### src/hdl/epbc_pkg.sv
// shared types and constants of the equal-population bin center unit
// no dependencies: compiled first, used by every other file but epbc_if
package epbc_pkg;

  localparam int ValW  = 24;  // signed value field
  localparam int OccW  = 32;  // occurrence count field
  localparam int PopW  = 40;  // population counts
  localparam int SumW  = 64;  // weighted sum accumulator
  localparam int CntW  = 17;  // center counts
  localparam int SlotW = 16;  // slot and fill fields
  localparam int ProdW = ValW + OccW + 1;

  localparam logic [CntW-1:0] MaxCenters   = 17'd65536;
  localparam logic [CntW-1:0] CenterReset  = 17'd256;
  localparam logic [ValW-1:0] PosLimit     = 24'h7FFFFF;
  localparam logic [ValW-1:0] NegLimit     = 24'h800000;

  // configuration register indexes
  typedef enum logic [0:0] {
    REG_CENTER_TOTAL     = 1'b0,
    REG_POPULATION_TOTAL = 1'b1
  } epbc_reg_e;

  typedef enum logic [2:0] {
    ST_IDLE,
    ST_DECIDE,
    ST_MEAN_DIV,
    ST_EMIT,
    ST_OPEN,
    ST_TGT_DIV,
    ST_TAIL
  } epbc_state_e;

  // what kind of result the emit step writes
  typedef enum logic [1:0] {
    EMIT_CLOSE,
    EMIT_LAST_CLOSE,
    EMIT_MARKER
  } epbc_emit_e;

  typedef struct packed {
    logic       take_item;
    logic       add_item;
    logic       mean_start;
    logic       tgt_start;
    logic       open_bin;
    logic       emit;
    epbc_emit_e emit_kind;
    logic       reload;
  } epbc_cmd_t;

  typedef struct packed {
    logic bin_open;
    logic joins;
    logic can_open;
    logic last_item;
    logic div_done;
    logic out_free;
  } epbc_stat_t;

endpackage

### src/hdl/epbc_if.sv
// valid/ready channel interfaces for input pairs and result beats
// no dependencies
interface epbc_in_if;
  logic               valid;
  logic               ready;
  logic signed [23:0] sample_value;
  logic        [31:0] occurrences;
  logic               final_item;

  modport source (output valid, output sample_value, output occurrences,
                  output final_item, input ready);
  modport sink (input valid, input sample_value, input occurrences,
                input final_item, output ready);
endinterface

interface epbc_out_if;
  logic               valid;
  logic               ready;
  logic signed [23:0] center_value;
  logic        [15:0] center_slot;
  logic        [15:0] infinite_fill;
  logic               run_end;

  modport source (output valid, output center_value, output center_slot,
                  output infinite_fill, output run_end, input ready);
  modport sink (input valid, input center_value, input center_slot,
                input infinite_fill, input run_end, output ready);
endinterface

### src/hdl/equal_population_bin_centers_unit.sv
// top level of the equal-population bin center unit
// depends on epbc_pkg, epbc_if, epbc_ctrl, epbc_dp (which holds epbc_div)
//
// groups (value, count) pairs, sorted ascending by value, into bins of about
// equal population and returns one beat per closed bin with its count-weighted
// mean (q7.16, truncated toward zero, saturated), its slot in the center table,
// and on the last beat of a stream the number of centers left to fill with
// infinity plus the run_end flag. a pair that joins the open bin is accepted
// with the value*count multiply, then takes the join decision and accumulate.
// a pair that closes a bin then passes a mean divide and the emit step, and one
// that opens a bin passes the open check, a target divide and the tail step; a
// close that cannot open a new bin still passes the open check and the tail step.
// both the bin mean and the new bin target run through one shared restoring
// divider that makes one quotient bit per cycle over a 64-bit dividend. the
// final pair adds one more mean divide and emit step when a bin is still open.
// at most one result beat is held in the output register; input is taken again
// while it waits, and an emit step stalls until the held beat is taken.
// configuration writes (center_total, population_total) reload the stream
// state and abandon any open bin; write them only while the unit is idle.
module equal_population_bin_centers_unit import epbc_pkg::*; (
  input  logic             clk_i,
  input  logic             rst_ni,
  input  logic             cfg_we_i,
  input  logic [0:0]       cfg_index_i,
  input  logic [PopW-1:0]  cfg_data_i,
  epbc_in_if.sink          in_if,
  epbc_out_if.source       out_if
);

  // command and status between sequencer and datapath
  epbc_cmd_t  cmd;
  epbc_stat_t stat;

  epbc_ctrl u_ctrl (
    .clk_i      (clk_i),
    .rst_ni     (rst_ni),
    .in_valid_i (in_if.valid),
    .in_ready_o (in_if.ready),
    .stat_i     (stat),
    .cmd_o      (cmd)
  );

  // pair payload goes straight into the datapath's item registers on accept
  epbc_dp u_dp (
    .clk_i           (clk_i),
    .rst_ni          (rst_ni),
    .cfg_we_i        (cfg_we_i),
    .cfg_index_i     (cfg_index_i),
    .cfg_data_i      (cfg_data_i),
    .sample_value_i  (in_if.sample_value),
    .occurrences_i   (in_if.occurrences),
    .final_item_i    (in_if.final_item),
    .out_ready_i     (out_if.ready),
    .out_valid_o     (out_if.valid),
    .center_value_o  (out_if.center_value),
    .center_slot_o   (out_if.center_slot),
    .infinite_fill_o (out_if.infinite_fill),
    .run_end_o       (out_if.run_end),
    .cmd_i           (cmd),
    .stat_o          (stat)
  );

endmodule

### src/hdl/epbc_div.sv
// restoring divider, one quotient bit per cycle, 64-bit dividend by 40-bit divisor
// depends on epbc_pkg
module epbc_div import epbc_pkg::*; (
  input  logic            clk_i,
  input  logic            rst_ni,
  input  logic            start_i,
  input  logic [SumW-1:0] dividend_i,
  input  logic [PopW-1:0] divisor_i,
  output logic            done_o,
  output logic [SumW-1:0] quotient_o
);

  localparam int StepW = $clog2(SumW);

  logic             busy_q, busy_d;
  logic             done_q, done_d;
  logic [StepW-1:0] step_q, step_d;
  logic [PopW-1:0]  rem_q, rem_d;
  logic [PopW-1:0]  dvs_q, dvs_d;
  logic [SumW-1:0]  quo_q, quo_d;
  logic [PopW:0]    shifted;
  logic             fits;

  assign shifted = {rem_q, quo_q[SumW-1]};
  assign fits    = shifted >= {1'b0, dvs_q};

  always_comb begin
    busy_d = busy_q;
    done_d = 1'b0;
    step_d = step_q;
    rem_d  = rem_q;
    dvs_d  = dvs_q;
    quo_d  = quo_q;
    if (start_i) begin
      busy_d = 1'b1;
      step_d = '0;
      rem_d  = '0;
      dvs_d  = divisor_i;
      quo_d  = dividend_i;
    end else if (busy_q) begin
      rem_d  = fits ? PopW'(shifted - {1'b0, dvs_q}) : shifted[PopW-1:0];
      quo_d  = {quo_q[SumW-2:0], fits};
      step_d = step_q + 1'b1;
      if (step_q == {StepW{1'b1}}) begin
        busy_d = 1'b0;
        done_d = 1'b1;
      end
    end
  end

  always_ff @(posedge clk_i or negedge rst_ni) begin
    if (!rst_ni) begin
      busy_q <= 1'b0;
      done_q <= 1'b0;
      step_q <= '0;
    end else begin
      busy_q <= busy_d;
      done_q <= done_d;
      step_q <= step_d;
    end
  end

  always_ff @(posedge clk_i) begin
    rem_q <= rem_d;
    dvs_q <= dvs_d;
    quo_q <= quo_d;
  end

  assign done_o     = done_q;
  assign quotient_o = quo_q;

endmodule

### src/hdl/epbc_dp.sv
// datapath: configuration, bin state, multiplier, shared divider, result register
// depends on epbc_pkg and epbc_div
module epbc_dp import epbc_pkg::*; (
  input  logic                   clk_i,
  input  logic                   rst_ni,
  input  logic                   cfg_we_i,
  input  logic [0:0]             cfg_index_i,
  input  logic [PopW-1:0]        cfg_data_i,
  input  logic signed [ValW-1:0] sample_value_i,
  input  logic [OccW-1:0]        occurrences_i,
  input  logic                   final_item_i,
  input  logic                   out_ready_i,
  output logic                   out_valid_o,
  output logic signed [ValW-1:0] center_value_o,
  output logic [SlotW-1:0]       center_slot_o,
  output logic [SlotW-1:0]       infinite_fill_o,
  output logic                   run_end_o,
  input  epbc_cmd_t              cmd_i,
  output epbc_stat_t             stat_o
);

  // configuration
  logic [CntW-1:0] ct_q, ct_d;
  logic [PopW-1:0] pt_q, pt_d;
  // bin state
  logic [SumW-1:0] ws_q, ws_d;
  logic [PopW-1:0] pop_q, pop_d;
  logic [PopW-1:0] tgt_q, tgt_d;
  logic [PopW-1:0] una_q, una_d;
  logic [CntW-1:0] cl_q, cl_d;
  logic            open_q, open_d;
  // held item
  logic signed [ProdW-1:0] prod_q;
  logic [OccW-1:0]         occ_q;
  logic                    last_q;
  // result register
  logic                   ov_q, ov_d;
  logic signed [ValW-1:0] val_q, val_d;
  logic [SlotW-1:0]       slot_q, slot_d;
  logic [SlotW-1:0]       fill_q, fill_d;
  logic                   end_q, end_d;

  logic [SumW-1:0] prod_ext, mag, div_a, quo;
  logic [PopW-1:0] div_b, shortfall;
  logic [PopW:0]   pop_sum, pop_sum_add;
  logic [CntW-1:0] ct_load, ct_new, slot_now, cl_dec;
  logic [SumW-1:0] q_mean;
  logic [ValW-1:0] mean_val;
  logic            div_start, div_done, joins, out_free;

  function automatic logic [CntW-1:0] clamp_centers(input logic [CntW-1:0] c);
    clamp_centers = (c > MaxCenters) ? MaxCenters : c;
  endfunction

  function automatic logic [SlotW-1:0] sat16(input logic [CntW-1:0] c);
    sat16 = c[CntW-1] ? {SlotW{1'b1}} : c[SlotW-1:0];
  endfunction

  // item product and bin arithmetic
  assign prod_ext    = {{(SumW-ProdW){prod_q[ProdW-1]}}, prod_q};
  assign pop_sum     = {1'b0, pop_q} + {{(PopW+1-OccW){1'b0}}, occ_q};
  assign pop_sum_add = pop_sum;
  assign shortfall   = tgt_q - pop_q;
  assign joins       = (pop_q < tgt_q) &&
                       ({{(PopW+1-OccW){1'b0}}, occ_q} < {shortfall, 1'b0});

  assign mag       = ws_q[SumW-1] ? SumW'(~ws_q + 1'b1) : ws_q;
  assign div_start = cmd_i.mean_start | cmd_i.tgt_start;
  assign div_a     = cmd_i.tgt_start ? {{(SumW-PopW){1'b0}}, una_q} : mag;
  assign div_b     = cmd_i.tgt_start ? {{(PopW-CntW){1'b0}}, cl_q} : pop_q;

  epbc_div u_div (
    .clk_i      (clk_i),
    .rst_ni     (rst_ni),
    .start_i    (div_start),
    .dividend_i (div_a),
    .divisor_i  (div_b),
    .done_o     (div_done),
    .quotient_o (quo)
  );

  // mean of the closing bin, saturated to the value range
  always_comb begin
    q_mean = (pop_q == '0) ? '0 : quo;
    if (ws_q[SumW-1]) begin
      mean_val = (q_mean > {{(SumW-ValW){1'b0}}, NegLimit}) ? NegLimit
                 : ValW'(~q_mean[ValW-1:0] + 1'b1);
    end else begin
      mean_val = (q_mean > {{(SumW-ValW){1'b0}}, PosLimit}) ? PosLimit
                 : q_mean[ValW-1:0];
    end
  end

  assign ct_load  = clamp_centers(ct_q);
  assign slot_now = (ct_load >= cl_q) ? ct_load - cl_q : '0;
  assign cl_dec   = (cl_q == '0) ? '0 : cl_q - 1'b1;
  assign out_free = !ov_q || out_ready_i;

  // configuration writes
  always_comb begin
    ct_d = ct_q;
    pt_d = pt_q;
    if (cfg_we_i) begin
      case (cfg_index_i)
        REG_CENTER_TOTAL:     ct_d = cfg_data_i[CntW-1:0];
        REG_POPULATION_TOTAL: pt_d = cfg_data_i;
        default:              ;
      endcase
    end
  end
  assign ct_new = clamp_centers(ct_d);

  // bin state and result register
  always_comb begin
    ws_d   = ws_q;
    pop_d  = pop_q;
    tgt_d  = tgt_q;
    una_d  = una_q;
    cl_d   = cl_q;
    open_d = open_q;
    ov_d   = ov_q && !out_ready_i;
    val_d  = val_q;
    slot_d = slot_q;
    fill_d = fill_q;
    end_d  = end_q;

    if (cmd_i.add_item) begin
      ws_d  = ws_q + prod_ext;
      pop_d = pop_sum_add[PopW] ? {PopW{1'b1}} : pop_sum_add[PopW-1:0];
    end
    if (cmd_i.open_bin) begin
      tgt_d  = quo[PopW-1:0];
      ws_d   = prod_ext;
      pop_d  = {{(PopW-OccW){1'b0}}, occ_q};
      open_d = 1'b1;
    end
    if (cmd_i.emit) begin
      ov_d   = 1'b1;
      slot_d = slot_now[SlotW-1:0];
      case (cmd_i.emit_kind)
        EMIT_CLOSE, EMIT_LAST_CLOSE: begin
          val_d  = mean_val;
          cl_d   = cl_dec;
          una_d  = (una_q > pop_q) ? una_q - pop_q : '0;
          fill_d = (cmd_i.emit_kind == EMIT_LAST_CLOSE) ? sat16(cl_dec) : '0;
          end_d  = (cmd_i.emit_kind == EMIT_LAST_CLOSE);
          open_d = 1'b0;
          ws_d   = '0;
          pop_d  = '0;
        end
        EMIT_MARKER: begin
          val_d  = '0;
          fill_d = sat16(cl_q);
          end_d  = 1'b1;
        end
        default: begin
          val_d  = '0;
          fill_d = '0;
          end_d  = 1'b0;
        end
      endcase
    end
    if (cmd_i.reload || cfg_we_i) begin
      ws_d   = '0;
      pop_d  = '0;
      tgt_d  = '0;
      una_d  = pt_d;
      cl_d   = ct_new;
      open_d = 1'b0;
    end
  end

  always_ff @(posedge clk_i or negedge rst_ni) begin
    if (!rst_ni) begin
      ct_q   <= CenterReset;
      pt_q   <= '0;
      ws_q   <= '0;
      pop_q  <= '0;
      tgt_q  <= '0;
      una_q  <= '0;
      cl_q   <= CenterReset;
      open_q <= 1'b0;
      ov_q   <= 1'b0;
    end else begin
      ct_q   <= ct_d;
      pt_q   <= pt_d;
      ws_q   <= ws_d;
      pop_q  <= pop_d;
      tgt_q  <= tgt_d;
      una_q  <= una_d;
      cl_q   <= cl_d;
      open_q <= open_d;
      ov_q   <= ov_d;
    end
  end

  // payload registers
  always_ff @(posedge clk_i) begin
    if (cmd_i.take_item) begin
      prod_q <= sample_value_i * $signed({1'b0, occurrences_i});
      occ_q  <= occurrences_i;
      last_q <= final_item_i;
    end
    val_q  <= val_d;
    slot_q <= slot_d;
    fill_q <= fill_d;
    end_q  <= end_d;
  end

  assign out_valid_o     = ov_q;
  assign center_value_o  = val_q;
  assign center_slot_o   = slot_q;
  assign infinite_fill_o = fill_q;
  assign run_end_o       = end_q;

  assign stat_o.bin_open  = open_q;
  assign stat_o.joins     = joins;
  assign stat_o.can_open  = (cl_q != '0) && (una_q != '0);
  assign stat_o.last_item = last_q;
  assign stat_o.div_done  = div_done;
  assign stat_o.out_free  = out_free;

endmodule

### src/hdl/epbc_ctrl.sv
// controller state machine: sequences join, close, open and final steps
// depends on epbc_pkg
module epbc_ctrl import epbc_pkg::*; (
  input  logic       clk_i,
  input  logic       rst_ni,
  input  logic       in_valid_i,
  output logic       in_ready_o,
  input  epbc_stat_t stat_i,
  output epbc_cmd_t  cmd_o
);

  epbc_state_e state_q, state_d;
  epbc_emit_e  kind_q, kind_d;

  // next state
  always_comb begin
    state_d = state_q;
    case (state_q)
      ST_IDLE: begin
        if (in_valid_i) state_d = ST_DECIDE;
      end
      ST_DECIDE: begin
        if (stat_i.bin_open && stat_i.joins) begin
          state_d = stat_i.last_item ? ST_TAIL : ST_IDLE;
        end else if (stat_i.bin_open) begin
          state_d = ST_MEAN_DIV;
        end else begin
          state_d = ST_OPEN;
        end
      end
      ST_MEAN_DIV: begin
        if (stat_i.div_done) state_d = ST_EMIT;
      end
      ST_EMIT: begin
        if (stat_i.out_free) state_d = (kind_q == EMIT_CLOSE) ? ST_OPEN : ST_IDLE;
      end
      ST_OPEN: begin
        state_d = stat_i.can_open ? ST_TGT_DIV : ST_TAIL;
      end
      ST_TGT_DIV: begin
        if (stat_i.div_done) state_d = ST_TAIL;
      end
      ST_TAIL: begin
        if (!stat_i.last_item) begin
          state_d = ST_IDLE;
        end else if (stat_i.bin_open) begin
          state_d = ST_MEAN_DIV;
        end else begin
          state_d = ST_EMIT;
        end
      end
      default: state_d = ST_IDLE;
    endcase
  end

  // outputs
  always_comb begin
    cmd_o           = '0;
    cmd_o.emit_kind = kind_q;
    in_ready_o      = 1'b0;
    kind_d          = kind_q;
    case (state_q)
      ST_IDLE: begin
        in_ready_o      = 1'b1;
        cmd_o.take_item = in_valid_i;
      end
      ST_DECIDE: begin
        if (stat_i.bin_open && stat_i.joins) begin
          cmd_o.add_item = 1'b1;
        end else if (stat_i.bin_open) begin
          cmd_o.mean_start = 1'b1;
          kind_d           = EMIT_CLOSE;
        end
      end
      ST_EMIT: begin
        if (stat_i.out_free) begin
          cmd_o.emit   = 1'b1;
          cmd_o.reload = (kind_q != EMIT_CLOSE);
        end
      end
      ST_OPEN: begin
        cmd_o.tgt_start = stat_i.can_open;
      end
      ST_TGT_DIV: begin
        cmd_o.open_bin = stat_i.div_done;
      end
      ST_TAIL: begin
        if (stat_i.last_item && stat_i.bin_open) begin
          cmd_o.mean_start = 1'b1;
          kind_d           = EMIT_LAST_CLOSE;
        end else if (stat_i.last_item) begin
          kind_d = EMIT_MARKER;
        end
      end
      default: ;
    endcase
  end

  always_ff @(posedge clk_i or negedge rst_ni) begin
    if (!rst_ni) begin
      state_q <= ST_IDLE;
      kind_q  <= EMIT_CLOSE;
    end else begin
      state_q <= state_d;
      kind_q  <= kind_d;
    end
  end

endmodule
### src/flat_wrapper.sv
// flat-port wrapper written by rule: the top's interface ports become plain ports
module equal_population_bin_centers_unit_flat import epbc_pkg::*;
  (clk_i, rst_ni, cfg_we_i, cfg_index_i, cfg_data_i, in_if_valid, in_if_sample_value, in_if_occurrences, in_if_final_item, in_if_ready, out_if_valid, out_if_center_value, out_if_center_slot, out_if_infinite_fill, out_if_run_end, out_if_ready);
  epbc_in_if in_if_i ();
  epbc_out_if out_if_i ();
  input  logic clk_i;
  input  logic rst_ni;
  input  logic cfg_we_i;
  input  logic [0:0] cfg_index_i;
  input  logic [PopW-1:0] cfg_data_i;
  input wire logic [$bits(in_if_i.valid)-1:0] in_if_valid;
  input wire logic [$bits(in_if_i.sample_value)-1:0] in_if_sample_value;
  input wire logic [$bits(in_if_i.occurrences)-1:0] in_if_occurrences;
  input wire logic [$bits(in_if_i.final_item)-1:0] in_if_final_item;
  output wire logic [$bits(in_if_i.ready)-1:0] in_if_ready;
  output wire logic [$bits(out_if_i.valid)-1:0] out_if_valid;
  output wire logic [$bits(out_if_i.center_value)-1:0] out_if_center_value;
  output wire logic [$bits(out_if_i.center_slot)-1:0] out_if_center_slot;
  output wire logic [$bits(out_if_i.infinite_fill)-1:0] out_if_infinite_fill;
  output wire logic [$bits(out_if_i.run_end)-1:0] out_if_run_end;
  input wire logic [$bits(out_if_i.ready)-1:0] out_if_ready;
  assign in_if_i.valid = in_if_valid;
  assign in_if_i.sample_value = in_if_sample_value;
  assign in_if_i.occurrences = in_if_occurrences;
  assign in_if_i.final_item = in_if_final_item;
  assign in_if_ready = in_if_i.ready;
  assign out_if_valid = out_if_i.valid;
  assign out_if_center_value = out_if_i.center_value;
  assign out_if_center_slot = out_if_i.center_slot;
  assign out_if_infinite_fill = out_if_i.infinite_fill;
  assign out_if_run_end = out_if_i.run_end;
  assign out_if_i.ready = out_if_ready;
  equal_population_bin_centers_unit u_core (.clk_i(clk_i), .rst_ni(rst_ni), .cfg_we_i(cfg_we_i), .cfg_index_i(cfg_index_i), .cfg_data_i(cfg_data_i), .in_if(in_if_i), .out_if(out_if_i));
endmodule
### config.mk
export PLATFORM = sky130hd
export DESIGN_NAME = equal_population_bin_centers_unit_flat
export DESIGN_NICKNAME = d
export VERILOG_FILES = /design/src/hdl/epbc_pkg.sv /design/src/hdl/epbc_if.sv /design/src/hdl/equal_population_bin_centers_unit.sv /design/src/hdl/epbc_div.sv /design/src/hdl/epbc_dp.sv /design/src/hdl/epbc_ctrl.sv /design/src/flat_wrapper.sv
export SDC_FILE = /design/constraint.sdc
export NUM_CORES = 2
export LEC_CHECK = 0
export BUFFER_PORTS_ARGS = -buffer_cell sky130_fd_sc_hd__buf_2
export CAP_MARGIN = 10
export CORE_MARGIN = 5
export CORE_UTILIZATION = 45
export DETAILED_ROUTE_END_ITERATION = 12
export GPL_TIMING_DRIVEN = 0
export HOLD_SLACK_MARGIN = 0.12
export PLACE_DENSITY = 0.65
export SETUP_SLACK_MARGIN = 0.3
export SYNTH_ARGS = -nofsm -noshare
export SYNTH_HDL_FRONTEND = slang
export SYNTH_SLANG_ARGS = --single-unit
### constraint.sdc
create_clock -name clk_i -period 7 [get_ports clk_i]
set_clock_uncertainty 0.15 [all_clocks]
set_input_delay 0.7 -clock clk_i [delete_from_list [all_inputs] [get_ports clk_i]]
set_output_delay 0.7 -clock clk_i [all_outputs]
set_load 0.005 [all_outputs]
==> metrics <==
status finished, violations left; violated checks setup timing; #FFs+latches synth 564; vias in the first global route 57288; Worst-Margin Slew 1.199 ns; multi-input logic area 46100 sq um; Pre-Repair DR Iteration Count 8; proportion of synthesized chip area in sequential cells 23.35%; Mapped Area 64970 sq um; area leader, netlist fa_1; WP buf/inv 6; Post-synth EDFFs 251; CTS tree done; GPL Wtd Cong 1.020; cell family with most CP delay adder cells; CP startpoint in_if_sample_value[4]; net count after synthesis 8558; # rows 139; worst hold start cfg_data_i[29]; RSZ-0062 raised after global routing yes; initial antenna violation count 12; top cells by area, synth fa_1, edfxtp_1, dfrtp_1; commonest non-fill, non-tap cells in the layout inv_1, nand2_1, fa_1, a21oi_1, ha_1; Final Slew Violations 0; kind of start point of the critical path input pin; Crit Path Category input pin to register; Initial Util 45.28%; fin crit share 100.8%; max cap viols 0; Remaining Overflow, GRT 0; Final nets 8930; finished layout cell area 74920 sq um; H-tree depth 2; Syn Area/Cell 8.896 sq um; crit path time final 7.058 ns; die width 390.0 microns; HPWL Detailed 189500 microns; worst r2r path cells 27; post-synth top area share 20.46%; drt initial violations 4744; Worst slew margin 18.02%; R2R Path Start u_core.u_dp.pop_q[11]; layout cells sized above 1 12.26%; DRC errors left 0; Place WS -2.040 ns; post-route ant nets 0; Main synth FF type dfrtp_1; Clock Path Buffers 3; Worst-path clk slew 0.07 ns; worst endpoint required time 7.24 ns; final setup vio count 5; worst hold slack 0.1599 ns; HP Class input pin to register; Die Area 152100 sq um; Fill cells 13192; CP endpoint kind register; core area 143500 sq um; Fmax 141.7 MHz; Async SR Flop Fraction 48.40%; Vias per Instance 5.855; CP peak stage delay 0.61 ns; die height 390.0 microns; vias 56440; post-synth cell types 97; Worst path depth 26; Post-DP Area 69040 sq um; slowest CP cell fa_2; Hold Path Depth 2; Crit path arrival time 7.30 ns; Final Hold Vio Count 0; root buffer cell clkbuf_16; worst setup margin -0.05830 ns; Layout area overhead 15.32%; Sink Count 564; Worst-Skew Late Latency 0.67 ns; I/O Pins 162; pin count of the biggest net entering global routing 118; Routed WL 235300 microns; commonest non-fill, non-tap cell in the layout inv_1; CP max FO 10; All-Layer GR Usage 30.29%; Ys Warns 0; DR WL/cell 24.41 microns; first-pass GRT wire length 350900 microns; port bufs 161; Post-Synthesis Cells 7303; Num CTS Buffers 59; register area 15180 sq um; most frequent CP cell fa_2
[worst paths after layout]
check / end / slack (ns)
setup reg to reg: u_core.u_dp.u_div.quotient_o[25] / 0.44
max in group asynchronous: u_core.u_dp.ws_q[61] / 4.84
hold / removal: u_core.u_dp.pt_q[29] / 0.16
setup / recovery: u_core.u_dp.prod_q[51] / -0.06
hold reg to reg: u_core.u_dp.u_div.rem_q[39] / 0.32
min in group asynchronous: u_core.u_dp.pt_q[29] / 0.43
[worst register-to-register path, stage by stage, from the launching register on]
cell,delay (ns)
dfrtp_1,0.44
inv_2,0.14
ha_1,0.31
clkbuf_1,0.20
a21oi_1,0.25
o21ai_1,0.12
a21oi_2,0.28
o21ai_1,0.17
or2_2,0.34
nor2b_1,0.16
a21bo_2,0.23
xnor2_1,0.14
ha_1,0.30
nand3_1,0.13
nor3_4,0.30
nand4_1,0.16
a21oi_2,0.22
or3_1,0.20
o211ai_1,0.12
a2111oi_2,0.26
o2111a_2,0.30
buf_12,0.12
o21ai_1,0.09
and3b_2,0.32
inv_2,0.08
buf_6,0.20
buf_4,0.24
mux2_1,0.35
[registers in the layout, indices dropped and copies added (netlist names), 6 cells and up]
register and count:
u_core.u_dp.center_slot_o 16, u_core.u_dp.center_value_o 24, u_core.u_dp.cl_q 17, u_core.u_dp.ct_q 17, u_core.u_dp.infinite_fill_o 16, u_core.u_dp.occ_q 32, u_core.u_dp.pop_q 40, u_core.u_dp.prod_q 57
u_core.u_dp.pt_q 40, u_core.u_dp.tgt_q 40, u_core.u_dp.u_div.dvs_q 40, u_core.u_dp.u_div.quotient_o 64, u_core.u_dp.u_div.rem_q 40, u_core.u_dp.u_div.step_q 6, u_core.u_dp.una_q 40, u_core.u_dp.ws_q 64
[logic make-up after synthesis]
logic type	synth area share (%)
and+or+nand+nor	16.28
AOI/OAI and AO/OA	15.08
buffers and inverters	7.591
adders and majority gates	29.87
DFF	23.35
xor gates and xnor gates	4.341
muxes	3.480
[metrics by stage]
stage,util (%),setup TNS [ns],instances
detailed placement,48.11,-422.59,9374
floorplan,-,0,7303
global placement,48.01,-593.45,9367
global route,52.20,-1.747,9630
CTS,51.51,-0.02547,9583
finish,52.22,-0.1676,9640
[cells in the mapped netlist, types with 42 or more instances]
cell / n
xor2_1: 159
o22ai_1: 42
inv_1: 923
nand2b_1: 58
nand4_1: 63
o21bai_1: 51
a21oi_1: 500
edfxtp_1: 251
o211ai_1: 69
dfrtp_1: 271
o21a_1: 49
nor4_1: 63
nor2_1: 317
mux2i_1: 101
and2_1: 386
nand2_1: 818
and3_1: 52
clkbuf_1: 336
fa_1: 664
nor3_1: 96
o21ai_0: 367
ha_1: 488
a211oi_1: 59
mux2_2: 64
a31oi_1: 52
nor2b_1: 77
nand3_1: 141
xnor2_1: 163
a21o_1: 134
mux2_1: 47
[metal layers]
layer	vias to the layer above	global-route usage, %	part of all wire, %	wire length, microns
met3	758	5.022	7.4	17440
met2	2610	50.53	46	109300
li1	25398	-	-	-
met4	6	20.54	8.5	20000
met1	27668	35.94	38	88570
met5	-	0	0.020	46
[what timing repair did]
action | in CTS | in global routing
endpoints found under the hold margin | 79 | 0
setup buffers | 90 | 42
endpoints found under the setup margin | 360 | 323
hold buffers | 6 | 0
gates cloned | 2 | 2
pin swaps | 76 | 111
resized for setup | 457 | 222
[area by class of cell]
| cell class | count | share of cell area (%) |
|---|---|---|
| antenna | 12 | 0.04008 |
| buffer | 374 | 4.075 |
| clock buffer | 66 | 2.062 |
| clock inverter | 45 | 0.6346 |
| inverter | 927 | 4.652 |
| multi-input combinational | 5438 | 61.52 |
| sequential | 564 | 20.25 |
| tap | 1903 | 3.178 |
| timing repair buffer | 311 | 3.579 |
Power is not shown: default switching activity piles up to over one toggle a cycle in this logic, so the estimate is an artifact.
